==> src/r2a_pkg.sv <==
// r2a_pkg: shared widths, character codes, sequencer states and divider
// control structs for the radix integer to ascii core. No dependencies.
package r2a_pkg;

  // datapath sizes
  localparam int VALUE_WIDTH = 32;
  localparam int MAX_CHARS   = 33;
  localparam int CHAR_W      = 7;
  localparam int RADIX_W     = 5;
  localparam int FLAGS_W     = 2;
  localparam int DIGIT_W     = 4;
  localparam int ADDR_W      = $clog2(VALUE_WIDTH);
  localparam int STEP_W      = $clog2(VALUE_WIDTH);
  localparam int LEN_W       = $clog2(VALUE_WIDTH + MAX_CHARS + 2);

  // radix limits
  localparam logic [RADIX_W-1:0] RADIX_MIN = RADIX_W'(2);
  localparam logic [RADIX_W-1:0] RADIX_MAX = RADIX_W'(16);

  // format flag bit positions
  localparam int FLAG_UNSIGNED = 0;
  localparam int FLAG_LOWER    = 1;

  // ascii codes
  localparam logic [CHAR_W-1:0] CHAR_MINUS   = 7'h2D;
  localparam logic [CHAR_W-1:0] CHAR_ZERO    = 7'h30;
  localparam logic [CHAR_W-1:0] CHAR_NINE    = 7'h39;
  localparam logic [CHAR_W-1:0] CHAR_UPPER_A = 7'h41;
  localparam logic [CHAR_W-1:0] CHAR_UPPER_F = 7'h46;
  localparam logic [CHAR_W-1:0] CHAR_LOWER_A = 7'h61;
  localparam logic [CHAR_W-1:0] CHAR_LOWER_F = 7'h66;

  typedef enum logic [2:0] {
    ST_IDLE,
    ST_DIV,
    ST_SIGN,
    ST_READ,
    ST_LOAD
  } r2a_state_e;

  typedef struct packed {
    logic start;  // load a new dividend
    logic cont;   // divide own quotient again
  } div_ctrl_t;

  typedef struct packed {
    logic busy;
    logic done;
  } div_stat_t;

  // digit value to ascii character
  function automatic logic [CHAR_W-1:0] digit_char(input logic [DIGIT_W-1:0] d,
                                                   input logic lower);
    logic [CHAR_W-1:0] c;
    if (d < DIGIT_W'(10)) begin
      c = CHAR_ZERO + CHAR_W'(d);
    end else begin
      c = (lower ? CHAR_LOWER_A : CHAR_UPPER_A) + CHAR_W'(d) - CHAR_W'(10);
    end
    return c;
  endfunction

endpackage

==> src/r2a_if.sv <==
// r2a_if: valid/ready channel interfaces for number items in and characters out.
// Depends on r2a_pkg for field widths.
interface r2a_in_if;
  logic                            valid;
  logic                            ready;
  logic [r2a_pkg::VALUE_WIDTH-1:0] value;
  logic [r2a_pkg::RADIX_W-1:0]     radix;
  logic [r2a_pkg::FLAGS_W-1:0]     format_flags;

  modport source (output valid, output value, output radix, output format_flags,
                  input ready);
  modport sink   (input valid, input value, input radix, input format_flags,
                  output ready);
endinterface

interface r2a_out_if;
  logic                       valid;
  logic                       ready;
  logic [r2a_pkg::CHAR_W-1:0] character;
  logic                       last_char;

  modport source (output valid, output character, output last_char, input ready);
  modport sink   (input valid, input character, input last_char, output ready);
endinterface

==> src/radix_integer_to_ascii_core.sv <==
// radix_integer_to_ascii_core: top level, sequencer around the serial divider
// and the digit store. Depends on r2a_pkg, r2a_if, r2a_divider, r2a_digit_ram.
//
//   channel | dir | payload                        | handshake
//   in_i    | in  | value, radix, format_flags     | valid/ready
//   out_o   | out | character, last_char           | valid/ready
//
// each digit comes from a pass of the bit-serial divider over the running
// quotient, so a 32-bit number gives up to 10 decimal digits or 32 binary
// digits; then each digit character is read from the store (read, then load)
// and the minus sign loaded directly, either held by an output stall. one item
// is in flight; in_i.ready is high only idle.
// reset clears the sequencer and output valid; the digit store needs no clearing.
module radix_integer_to_ascii_core (
  input  logic      clk_i,
  input  logic      rst_ni,
  r2a_in_if.sink    in_i,
  r2a_out_if.source out_o
);

  localparam int W = r2a_pkg::VALUE_WIDTH;

  r2a_pkg::r2a_state_e state_q, state_d;

  logic                          neg_q, lower_q;
  logic [r2a_pkg::RADIX_W-1:0]   base_q;
  logic [r2a_pkg::ADDR_W-1:0]    nrev_q, rd_idx_q;
  logic [r2a_pkg::LEN_W-1:0]     em_q, limit_q;
  logic                          out_valid_q;
  logic [r2a_pkg::CHAR_W-1:0]    out_char_q;
  logic                          out_last_q;

  r2a_pkg::div_ctrl_t            div_ctrl;
  r2a_pkg::div_stat_t            div_stat;
  logic [W-1:0]                  quotient;
  logic [r2a_pkg::DIGIT_W-1:0]   remainder;
  logic                          quo_zero;

  logic                          in_neg;
  logic [W-1:0]                  in_mag;
  logic [r2a_pkg::RADIX_W-1:0]   in_base;
  logic                          accept;
  logic                          out_free;
  logic                          last_w;
  logic [r2a_pkg::LEN_W-1:0]     total_w, limit_w;
  logic                          ram_we, ram_re;
  logic [r2a_pkg::CHAR_W-1:0]    ram_wdata, ram_rdata;
  logic                          load_sign, load_digit;

  // input decode: sign, magnitude, clamped radix
  assign in_neg  = !in_i.format_flags[r2a_pkg::FLAG_UNSIGNED] && in_i.value[W-1];
  assign in_mag  = in_neg ? (~in_i.value + W'(1)) : in_i.value;
  assign in_base = (in_i.radix < r2a_pkg::RADIX_MIN) ? r2a_pkg::RADIX_MIN :
                   (in_i.radix > r2a_pkg::RADIX_MAX) ? r2a_pkg::RADIX_MAX : in_i.radix;

  assign in_i.ready = (state_q == r2a_pkg::ST_IDLE);
  assign accept     = in_i.valid && in_i.ready;
  assign out_free   = !out_valid_q || out_o.ready;
  assign quo_zero   = (quotient == '0);
  assign last_w     = (em_q + r2a_pkg::LEN_W'(1)) == limit_q;

  // text length, capped at the character limit
  assign total_w = r2a_pkg::LEN_W'(neg_q) + r2a_pkg::LEN_W'(nrev_q) + r2a_pkg::LEN_W'(1);
  assign limit_w = (total_w > r2a_pkg::LEN_W'(r2a_pkg::MAX_CHARS)) ?
                   r2a_pkg::LEN_W'(r2a_pkg::MAX_CHARS) : total_w;

  // next state
  always_comb begin
    state_d = state_q;
    case (state_q)
      r2a_pkg::ST_IDLE: begin
        if (in_i.valid) state_d = r2a_pkg::ST_DIV;
      end
      r2a_pkg::ST_DIV: begin
        if (div_stat.done && quo_zero) begin
          state_d = neg_q ? r2a_pkg::ST_SIGN : r2a_pkg::ST_READ;
        end
      end
      r2a_pkg::ST_SIGN: begin
        if (out_free) state_d = last_w ? r2a_pkg::ST_IDLE : r2a_pkg::ST_READ;
      end
      r2a_pkg::ST_READ: begin
        state_d = r2a_pkg::ST_LOAD;
      end
      r2a_pkg::ST_LOAD: begin
        if (out_free) state_d = last_w ? r2a_pkg::ST_IDLE : r2a_pkg::ST_READ;
      end
      default: state_d = r2a_pkg::ST_IDLE;
    endcase
  end

  // sequencer outputs
  always_comb begin
    div_ctrl   = '0;
    ram_we     = 1'b0;
    ram_re     = 1'b0;
    load_sign  = 1'b0;
    load_digit = 1'b0;
    case (state_q)
      r2a_pkg::ST_IDLE: div_ctrl.start = in_i.valid;
      r2a_pkg::ST_DIV: begin
        ram_we        = div_stat.done;
        div_ctrl.cont = div_stat.done && !quo_zero;
      end
      r2a_pkg::ST_SIGN: load_sign  = out_free;
      r2a_pkg::ST_READ: ram_re     = 1'b1;
      r2a_pkg::ST_LOAD: load_digit = out_free;
      default: ;
    endcase
  end

  assign ram_wdata = r2a_pkg::digit_char(remainder, lower_q);

  always_ff @(posedge clk_i or negedge rst_ni) begin
    if (!rst_ni) begin
      state_q     <= r2a_pkg::ST_IDLE;
      out_valid_q <= 1'b0;
    end else begin
      state_q <= state_d;
      if (load_sign || load_digit) begin
        out_valid_q <= 1'b1;
      end else if (out_o.ready) begin
        out_valid_q <= 1'b0;
      end
    end
  end

  // item context and counters
  always_ff @(posedge clk_i) begin
    if (accept) begin
      neg_q   <= in_neg;
      lower_q <= in_i.format_flags[r2a_pkg::FLAG_LOWER];
      base_q  <= in_base;
      nrev_q  <= '0;
      em_q    <= '0;
    end
    if (ram_we) begin
      if (!quo_zero) begin
        nrev_q <= nrev_q + r2a_pkg::ADDR_W'(1);
      end else begin
        limit_q  <= limit_w;
        rd_idx_q <= nrev_q;
      end
    end
    if (load_sign) begin
      em_q       <= em_q + r2a_pkg::LEN_W'(1);
      out_char_q <= r2a_pkg::CHAR_MINUS;
      out_last_q <= last_w;
    end
    if (load_digit) begin
      em_q       <= em_q + r2a_pkg::LEN_W'(1);
      rd_idx_q   <= rd_idx_q - r2a_pkg::ADDR_W'(1);
      out_char_q <= ram_rdata;
      out_last_q <= last_w;
    end
  end

  assign out_o.valid     = out_valid_q;
  assign out_o.character = out_char_q;
  assign out_o.last_char = out_last_q;

  r2a_divider u_divider (
    .clk_i       (clk_i),
    .rst_ni      (rst_ni),
    .ctrl_i      (div_ctrl),
    .dividend_i  (in_mag),
    .base_i      (div_ctrl.start ? in_base : base_q),
    .stat_o      (div_stat),
    .quotient_o  (quotient),
    .remainder_o (remainder)
  );

  r2a_digit_ram u_digit_ram (
    .clk_i   (clk_i),
    .we_i    (ram_we),
    .waddr_i (nrev_q),
    .wdata_i (ram_wdata),
    .re_i    (ram_re),
    .raddr_i (rd_idx_q),
    .rdata_o (ram_rdata)
  );

endmodule

==> src/r2a_divider.sv <==
// r2a_divider: restoring bit-serial divide of the running quotient by the radix,
// one quotient bit per cycle. Depends on r2a_pkg.
module r2a_divider (
  input  logic                            clk_i,
  input  logic                            rst_ni,
  input  r2a_pkg::div_ctrl_t              ctrl_i,
  input  logic [r2a_pkg::VALUE_WIDTH-1:0] dividend_i,
  input  logic [r2a_pkg::RADIX_W-1:0]     base_i,
  output r2a_pkg::div_stat_t              stat_o,
  output logic [r2a_pkg::VALUE_WIDTH-1:0] quotient_o,
  output logic [r2a_pkg::DIGIT_W-1:0]     remainder_o
);

  logic [r2a_pkg::VALUE_WIDTH-1:0] quo_q, quo_d;
  logic [r2a_pkg::DIGIT_W-1:0]     rem_q, rem_d;
  logic [r2a_pkg::STEP_W-1:0]      cnt_q, cnt_d;
  logic                            busy_q, busy_d;
  logic                            done_q, done_d;
  logic [r2a_pkg::DIGIT_W:0]       part;
  logic                            ge;

  // one trial subtract step
  assign part = {rem_q, quo_q[r2a_pkg::VALUE_WIDTH-1]};
  assign ge   = part >= base_i;

  always_comb begin
    quo_d  = quo_q;
    rem_d  = rem_q;
    cnt_d  = cnt_q;
    busy_d = busy_q;
    done_d = 1'b0;
    if (ctrl_i.start || ctrl_i.cont) begin
      quo_d  = ctrl_i.start ? dividend_i : quo_q;
      rem_d  = '0;
      cnt_d  = r2a_pkg::STEP_W'(r2a_pkg::VALUE_WIDTH - 1);
      busy_d = 1'b1;
    end else if (busy_q) begin
      quo_d = {quo_q[r2a_pkg::VALUE_WIDTH-2:0], ge};
      rem_d = ge ? r2a_pkg::DIGIT_W'(part - base_i) : part[r2a_pkg::DIGIT_W-1:0];
      cnt_d = cnt_q - r2a_pkg::STEP_W'(1);
      if (cnt_q == '0) begin
        busy_d = 1'b0;
        done_d = 1'b1;
      end
    end
  end

  // control state, quotient and remainder
  always_ff @(posedge clk_i or negedge rst_ni) begin
    if (!rst_ni) begin
      busy_q <= 1'b0;
      done_q <= 1'b0;
      cnt_q  <= '0;
      quo_q  <= '0;
      rem_q  <= '0;
    end else begin
      busy_q <= busy_d;
      done_q <= done_d;
      cnt_q  <= cnt_d;
      quo_q  <= quo_d;
      rem_q  <= rem_d;
    end
  end

  assign stat_o.busy  = busy_q;
  assign stat_o.done  = done_q;
  assign quotient_o   = quo_q;
  assign remainder_o  = rem_q;

endmodule

==> src/r2a_digit_ram.sv <==
// r2a_digit_ram: digit store, holds characters least significant first,
// one write and one registered read port. Depends on r2a_pkg.
module r2a_digit_ram (
  input  logic                       clk_i,
  input  logic                       we_i,
  input  logic [r2a_pkg::ADDR_W-1:0] waddr_i,
  input  logic [r2a_pkg::CHAR_W-1:0] wdata_i,
  input  logic                       re_i,
  input  logic [r2a_pkg::ADDR_W-1:0] raddr_i,
  output logic [r2a_pkg::CHAR_W-1:0] rdata_o
);

  logic [r2a_pkg::CHAR_W-1:0] mem_q [r2a_pkg::VALUE_WIDTH];
  logic [r2a_pkg::CHAR_W-1:0] rdata_q;

  // write port
  always_ff @(posedge clk_i) begin
    if (we_i) begin
      mem_q[waddr_i] <= wdata_i;
    end
  end

  // registered read port
  always_ff @(posedge clk_i) begin
    if (re_i) begin
      rdata_q <= mem_q[raddr_i];
    end
  end

  assign rdata_o = rdata_q;

endmodule

==> src/flat_wrapper.sv <==
// flat-port wrapper written by rule: the top's interface ports become plain ports
module radix_integer_to_ascii_core_flat 
  (clk_i, rst_ni, in_i_valid, in_i_value, in_i_radix, in_i_format_flags, in_i_ready, out_o_valid, out_o_character, out_o_last_char, out_o_ready);
  r2a_in_if in_i_i ();
  r2a_out_if out_o_i ();
  input  logic clk_i;
  input  logic rst_ni;
  input wire logic [$bits(in_i_i.valid)-1:0] in_i_valid;
  input wire logic [$bits(in_i_i.value)-1:0] in_i_value;
  input wire logic [$bits(in_i_i.radix)-1:0] in_i_radix;
  input wire logic [$bits(in_i_i.format_flags)-1:0] in_i_format_flags;
  output wire logic [$bits(in_i_i.ready)-1:0] in_i_ready;
  output wire logic [$bits(out_o_i.valid)-1:0] out_o_valid;
  output wire logic [$bits(out_o_i.character)-1:0] out_o_character;
  output wire logic [$bits(out_o_i.last_char)-1:0] out_o_last_char;
  input wire logic [$bits(out_o_i.ready)-1:0] out_o_ready;
  assign in_i_i.valid = in_i_valid;
  assign in_i_i.value = in_i_value;
  assign in_i_i.radix = in_i_radix;
  assign in_i_i.format_flags = in_i_format_flags;
  assign in_i_ready = in_i_i.ready;
  assign out_o_valid = out_o_i.valid;
  assign out_o_character = out_o_i.character;
  assign out_o_last_char = out_o_i.last_char;
  assign out_o_i.ready = out_o_ready;
  radix_integer_to_ascii_core u_core (.clk_i(clk_i), .rst_ni(rst_ni), .in_i(in_i_i), .out_o(out_o_i));
endmodule
==> config.mk <==
export PLATFORM = sky130hd
export DESIGN_NAME = radix_integer_to_ascii_core_flat
export DESIGN_NICKNAME = d
export VERILOG_FILES = /design/src/r2a_pkg.sv /design/src/r2a_if.sv /design/src/radix_integer_to_ascii_core.sv /design/src/r2a_divider.sv /design/src/r2a_digit_ram.sv /design/src/flat_wrapper.sv
export SDC_FILE = /design/constraint.sdc
export NUM_CORES = 1
export LEC_CHECK = 0
export BUFFER_PORTS_ARGS = -buffer_cell sky130_fd_sc_hd__buf_2
export CORE_MARGIN = 1
export CORE_UTILIZATION = 30
export DETAILED_ROUTE_END_ITERATION = 8
export HOLD_SLACK_MARGIN = 0.08
export PLACE_DENSITY_LB_ADDON = 0.12
export SLEW_MARGIN = 20
export SYNTH_ARGS = -nofsm -noshare
export SYNTH_HDL_FRONTEND = slang
export SYNTH_SLANG_ARGS = --single-unit
==> constraint.sdc <==
create_clock -name clk_i -period 7.3 [get_ports clk_i]
set_input_delay 1.095 -clock clk_i [delete_from_list [all_inputs] [get_ports clk_i]]
set_output_delay 1.095 -clock clk_i [all_outputs]
set_load 0.01 [all_outputs]
==> summary.md, run 1 <==
| Metric | Value |
|---|---|
| Status | finished clean |
| Met3 Wirelength | 1040 um |
| Psw | 1510 uW |
| Initial antenna violation count | 0 |
| Asr flop ratio synth | 0.148 |
| Post-CTS Setup Repair Bufs | 0 |
| CTS tree | done |
| Die X-Extent | 219 um |
| Layout cell share with drive strength beyond 1 | 0.222 |
| Core ar. | 46600 um^2 |
| Distinct cells, synth | 70 |
| Syn Area/Cell | 15.4 um^2 |
| Largest net degree at the start of global routing | 59 |
| Netlist Area Pre-Place | 14200 um^2 |
| Final setup vio count | 0 |
| Max-cap viol count | 0 |
| Hold WC Path Type | flip-flop to flip-flop |
| M1 WL | 16100 um |
| First-pass GRT wire length | 50700 um |
| Clk sinks | 317 |
| Post-CTS sizing | 0 |
| Num ports | 53 |
| CTS max path bufs | 3 |
| Worst slew pin tran | 945 ps |
| Post-CTS Hold Buffers | 0 |
| Syn_nets | 983 |
| Die area | 48200 um^2 |
| Die Y | 219 um |
| Comb pwr share | 0.175 |
| Type of the worst setup path | flip-flop to flip-flop |
| Reg clk slew, reported paths | 60 ps |
| Final Hold Fails | 0 |
| WL met2 | 15500 um |
| Initial Utilization | 0.305 |
| Req. time, crit path | 7760 ps |
| Most frequent cells in the layout | edfxtp_1 (265), nor2_1 (76), nand2_1 (73), mux4_2 (70), buf_2 (52) |
| Worst EP arrival | 3940 ps |
| CTS Buf Count | 38 |
| DRT Wirelength | 33400 um |
| Gr usage total | 0.143 |
| Post-DRT Antenna Nets | 0 |
| Final nets | 1048 |
| Max-slew violation total from the final report | 0 |
| Slew Limit Headroom | 0.370 |
| N_diodes | 0 |
| GRT overflow | 0 |
| Total number of vias | 7754 |
| Starting DRT DRC Count | 522 |
| DR vias/cell | 4.79 |
| Rows | 79 |
| Root buf cell | clkbuf_16 |
| Wirelength per Cell | 20.6 um |
| CP endpoint kind | flip-flop |
| Internal | 3750 uW |
| Port buffer count | 52 |
| Area grow syn2layout | 15.0% |
| Max layer used | met4 |
| DP Worst Slack | 3360 ps |
| Post-route DRC violation count | 0 |
| CP max FO | 16 |
| Register area share after synthesis | 0.651 |
| Max VDD drop | 0.000251 V |
| Max Freq | 0.287 GHz |
| Leading cell type in the layout, fill and taps excluded | edfxtp_1 |
| Unrepaired setup endpoints after global routing | false |
| Final setup TNS | 0 ps |
| Worst-skew pair later-pin latency | 540 ps |
| Register bit total from synthesis | 317 |
| Seq pwr share | 0.479 |
| Fin crit share | 0.477 |
| Min Tclk post-route | 3480 ps |
| Number of synthesized flops with an enable pin | 265 |
| Post-DP HPWL | 21300 um |
| Cell Pwr Density | 323 nW/um^2 |
| Final Skew | 22.2 ps |
| Leakage power | 0.00561 uW |
| CP Launch Type | flip-flop |
| Placer congestion estimate | 0.769 |
| H-tree depth | 2 |
| Sw Share | 0.287 |
| Clock Power Share | 0.346 |
| First drt pass iteration count | 4 |
| Syn Inst Count | 920 |
| Setup WS post-layout | 3820 ps |
| Ys flop type | edfxtp_1 |
| YS warnings | 0 |
| Via count of the first global-routing pass | 7651 |
[power groups by stage]
stage               Combinational [uW]  Sequential [uW]  Clock [uW]
finish                             923             2520        1820
global route                      1050             2550        1940
CTS                                946             2530        1870
detailed placement                 946             2560           0
global placement                   930             2560           0
floorplan                          624             2490           0
[worst paths after layout]
kind	startpoint	end	slack (ps)	cells past startpoint
min reg2reg	u_core.u_digit_ram.rdata_o[5]$_DFFE_PN_	u_core.out_o.character[5]$_SDFFCE_PN1P_	500	1
min	u_core.u_digit_ram.rdata_o[5]$_DFFE_PN_	u_core.out_o.character[5]$_SDFFCE_PN1P_	500	1
min in group asynchronous	rst_ni	u_core.out_o.valid$_DFFE_PN0P_	660	2
max in group asynchronous	rst_ni	u_core.u_divider.quotient_o[11]$_DFFE_PN0P_	6180	2
max	u_core.state_q[0]$_DFFE_PN0P_	u_core.u_divider.remainder_o[2]$_DFFE_PN0P_	3820	11
max reg2reg	u_core.state_q[0]$_DFFE_PN0P_	u_core.u_divider.remainder_o[2]$_DFFE_PN0P_	3820	11
[Yosys cell counts (all sizes together) (6+ instances only)]
master,instances,area [um^2]
a21o,6,45.0
a21oi,18,101
buf,21,119
clkbuf,19,71.3
dfrtp,47,1180
edfxtp,265,7960
ha,19,238
inv,26,97.6
mux2,8,90.1
mux2i,30,300
mux4,70,1580
nand2,73,274
nand2b,10,70.1
nand3,14,70.1
nor2,77,289
nor3,15,85.1
nor4,15,130
o21ai,48,244
o31ai,9,91.3
xnor2,34,298
xor2,22,193
[critical path, stage by stage, from the launching register on]
cell,delay [ps]
dfrtp_1,440
nor3_1,240
nand2_1,440
inv_2,510
mux2_2,390
ha_1,280
nand2b_1,100
a31oi_1,80
o21ai_1,480
mux2i_1,250
mux2i_1,90
nor2_1,100
[registers in the layout, indices dropped and copies added (netlist names), 3 cells and up]
name                          cells
u_core.state_q                    3
u_core.u_divider.remainder_o      4
u_core.u_divider.cnt_q            5
u_core.base_q                     5
u_core.u_digit_ram.rdata_o        7
u_core.u_divider.quotient_o      32
u_core.rd_idx_q                   5
u_core.em_q                       7
u_core.limit_q                    7
u_core.nrev_q                     5
u_core.u_digit_ram.mem_q        224
u_core.out_o.character            7
[per-stage QoR]
step / area (um^2) / hold slack (ps) / total power [uW] / util / instances
5_1_grt: 16300 / 527 / 5540 / 0.351 / 1618
4_1_cts: 16300 / 504 / 5350 / 0.351 / 1618
3_3_place_gp: 15100 / 494 / 3490 / 0.325 / 1552
2_1_floorplan: 14200 / 471 / 3120 / - / 920
6_report: 16300 / 505 / 5270 / 0.351 / 1618
3_5_place_dp: 15100 / 490 / 3510 / 0.325 / 1552
[routing by layer]
layer,vias to the layer above,track usage
li1,3677,-
met1,3915,0.206
met2,117,0.220
met3,45,0.0211
met4,0,0.0461
met5,-,0
[logic make-up (layout without fill, tap and decap cells)]
kind of cell,Yosys count,count (layout),share of synthesized area
DFF,317,317,0.651
other,1,1,0.000264
adders and majority gates,20,20,0.0182
muxes,108,108,0.139
AOI/OAI and AO/OA,114,114,0.0534
and+or+nand+nor,238,238,0.0839
xor gates and xnor gates,56,56,0.0346
buffers and inverters,66,157,0.0203
[cell type report]
class / count / area (um^2)
Clock buffer: 47 / 1010
Clock inverter: 19 / 170
Fill cell: 4448 / 30200
Inverter: 26 / 97.6
Multi-Input combinational cell: 537 / 4700
Sequential cell: 317 / 9230
Tap cell: 607 / 759
Timing Repair Buffer: 65 / 358
Note: power is estimated with default switching activity, not from simulation.
==> run 2: changes to the inputs <==
--- a/config.mk
+++ b/config.mk
@@ -5,6 +5,7 @@
 export SDC_FILE = /design/constraint.sdc
 export NUM_CORES = 1
 export LEC_CHECK = 0
+export ABC_AREA = 1
 export BUFFER_PORTS_ARGS = -buffer_cell sky130_fd_sc_hd__buf_2
 export CORE_MARGIN = 1
 export CORE_UTILIZATION = 30
==> constraint.sdc (replaced) <==
create_clock -name clk_i -period 3.2 [get_ports clk_i]
set_input_delay 0.48 -clock clk_i [delete_from_list [all_inputs] [get_ports clk_i]]
set_output_delay 0.48 -clock clk_i [all_outputs]
set_load 0.01 [all_outputs]
==> run 2 against run 1 <==
Final cell count up 40%. Flip-flop and latch count stayed put. Final area grew 6.1%. Combinational power rose to 3.7 times the previous value. First-iteration DRC count increased by 35%. Largest cell class unchanged. Largest power group unchanged. Highest routed layer unchanged.
==> summary.md, run 2 <==
| Metric | Value |
|---|---|
| Rows | 81 |
| Worst-skew pair later-pin latency | 550 ps |
| Max VDD drop | 0.000406 V |
| Worst EP arrival | 3160 ps |
| Initial Utilization | 0.304 |
| N_diodes | 0 |
| Placer congestion estimate | 0.794 |
| Fin crit share | 0.852 |
| Final Hold Fails | 0 |
| R2R Path Start | u_core.state_q[1]$_DFFE_PN0P_ |
| Syn_nets | 1549 |
| Synth Area in Compound Gates | 0.102 |
| DRT Wirelength | 39900 um |
| Commonest cells in the synthesized netlist | nand2_1 (309), edfxtp_1 (265), nor2_1 (242) |
| Reg2reg end | u_core.u_divider.remainder_o[1]$_DFFE_PN0P_ |
| Register area share after synthesis | 0.624 |
| Distinct cells, synth | 43 |
| Gr usage total | 0.163 |
| Finished Layout Cells | 2258 |
| Max-slew violation total from the final report | 0 |
| Hold WS | 202 ps |
| CP max FO | 13 |
| Final setup vio count | 0 |
| Status | finished clean |
| Internal reg-to-reg setup slack | 470 ps |
| Die area | 50200 um^2 |
| Type of the worst setup path | flip-flop to flip-flop |
| Final Cell Area | 17300 um^2 |
| CTS max path bufs | 3 |
| DR vias/cell | 4.68 |
| Final nets | 1630 |
| Initial antenna violation count | 1 |
| Simple-Gate Fraction of Synth Area | 0.188 |
| Die X-Extent | 224 um |
| Worst slew pin tran | 880 ps |
| DP Area | 16000 um^2 |
| Leakage power | 0.00662 uW |
| Post-route DRC violation count | 0 |
| Hold WC Path Type | input pin to flip-flop |
| CP Launch Type | flip-flop |
| Hold path start | in_i_radix[4] |
| Most frequent cells in the layout | nand2_1 (309), edfxtp_1 (265), nor2_1 (241), o21ai_0 (153), inv_1 (106) |
| YS warnings | 0 |
| Post-CTS Setup Repair Bufs | 0 |
| First-pass GRT wire length | 62500 um |
| Register bit total from synthesis | 317 |
| Max Freq | 0.367 GHz |
| Largest cells by area after synthesis | edfxtp_1 (54%), dfrtp_1 (7.9%), nand2_1 (7.8%) |
| Post-DP HPWL | 25700 um |
| Unrepaired setup endpoints after global routing | false |
| Core ar. | 48700 um^2 |
| # placed instances | 2189 |
| Worst min-delay path endpoint | u_core.base_q[4]$_DFFE_PN_ |
| Main combinational cell family by area after synthesis | simple AND/OR/NAND/NOR gates |
| Syn Area/Cell | 9.96 um^2 |
| Netlist Area Pre-Place | 14800 um^2 |
| Max-cap viol count | 0 |
| Multiplexer area fraction after synthesis | 0 |
| CTS Buf Count | 38 |
| Num ports | 53 |
| Reg2Reg Depth | 19 |
| Largest register by flop count | u_core.u_digit_ram.mem_q |
| Layout Utilization | 0.355 |
| Synth Area in Adders | 0.0174 |
| Post-DRT Antenna Nets | 0 |
| Number of synthesized flops with an enable pin | 265 |
| Area grow syn2layout | 17.0% |
| Starting DRT DRC Count | 707 |
| Ys flop type | edfxtp_1 |
| Reg clk slew, reported paths | 50 ps |
| Largest register FFs | 224 |
| Req. time, crit path | 3630 ps |
| H-tree depth | 2 |
| GRT overflow | 0 |
| Final Skew | 19.3 ps |
| Hold Crit Depth | 1 |
| Asr flop ratio synth | 0.148 |
| Largest area contributor in the netlist | edfxtp_1 |
| Top-count cell post-synth | nand2_1 |
| Total number of vias | 10.6k |
| CTS tree | done |
| Clk sinks | 317 |
| Syn Inst Count | 1486 |
| Share of the synthesized area in the top cell type | 0.538 |
| Root buf cell | clkbuf_16 |
| CP endpoint kind | flip-flop |
| Final setup TNS | 0 ps |
| Leading cell type in the layout, fill and taps excluded | nand2_1 |
| Port buffer count | 52 |
| Min Tclk post-route | 2730 ps |
| Slew Limit Headroom | 0.413 |
| Wirelength per Cell | 17.7 um |
| Via count of the first global-routing pass | 10.5k |
| Layout cell share with drive strength beyond 1 | 0.116 |
| Synth Area in XOR/XNOR | 0.0195 |
| Largest net degree at the start of global routing | 114 |
| Cell Pwr Density | 793 nW/um^2 |
| First drt pass iteration count | 5 |
| Die Y | 224 um |
run 2: critical path, cell delays in order (launching register included):
cell and delay (ps):
dfrtp_1 410, nor2_1 130, nand2_1 100, inv_2 80, nand2_2 140, inv_2 290
nand2_1 90, nand2_1 70, inv_1 40, ha_1 320, a21oi_1 160, nand2_1 100
nand2_1 70, nand3b_1 70, nand2_1 60, nand2_1 100, inv_1 160, nand2_1 70
o211ai_1 90, nand2_1 70
run 2: logic make-up after synthesis:
group | after synthesis
xor gates and xnor gates | 33
and+or+nand+nor | 683
buffers and inverters | 178
adders and majority gates | 20
other | 1
AOI/OAI and AO/OA | 254
DFF | 317
run 2: per-layer routing:
metal / vias up / track usage / wire (um)
met2: 177 / 0.271 / 18900
met1: 5069 / 0.218 / 18700
li1: 5272 / - / -
met4: 0 / 0.0462 / 846
met3: 55 / 0.0268 / 1520
met5: - / 0 / 0
run 2: area by class of cell:
cell class              instances  area (um^2)
inverters                     112          420
clock buffers                  48         1050
flip-flops and latches        317         9230
fillers                      4945        31400
repair buffers                107          716
multi-input cells             991         4860
clock inverters                19          200
well taps                     664          831
run 2: worst max path at each step:
| stage | start | slack, ps | endpoint | cells after the start |
|---|---|---|---|---|
| finish | u_core.state_q[1]$_DFFE_PN0P_ | 470 | u_core.u_divider.remainder_o[1]$_DFFE_PN0P_ | 19 |
| global route | u_core.state_q[1]$_DFFE_PN0P_ | 100 | u_core.u_divider.remainder_o[2]$_DFFE_PN0P_ | 19 |
| CTS | u_core.state_q[1]$_DFFE_PN0P_ | 460 | u_core.u_divider.remainder_o[1]$_DFFE_PN0P_ | 19 |
| detailed placement | u_core.state_q[1]$_DFFE_PN0P_ | 460 | u_core.u_divider.remainder_o[1]$_DFFE_PN0P_ | 19 |
| global placement | u_core.state_q[1]$_DFFE_PN0P_ | 540 | u_core.u_divider.remainder_o[2]$_DFFE_PN0P_ | 19 |
| floorplan | u_core.u_divider.remainder_o[2]$_DFFE_PN0P_ | 620 | u_core.u_digit_ram.mem_q[0][6]$_DFFE_PP_ | 4 |
run 2: metrics by stage:
stage	worst slack, ps	power (uW)
2_1_floorplan	617	8140
3_3_place_gp	544	9520
3_5_place_dp	465	9510
4_1_cts	456	13900
5_1_grt	105	14600
6_report	474	13700
run 2: timing repair:
item | in CTS | in global routing
hold buffers | 2 | 0
gates resized for setup | 0 | 0
hold endpoints to repair | 25 | 0
run 2: where the power goes:
part | internal, uW | switching, uW
Clock | 2650 | 1720
Combinational | 1000 | 2450
Sequential | 5600 | 297
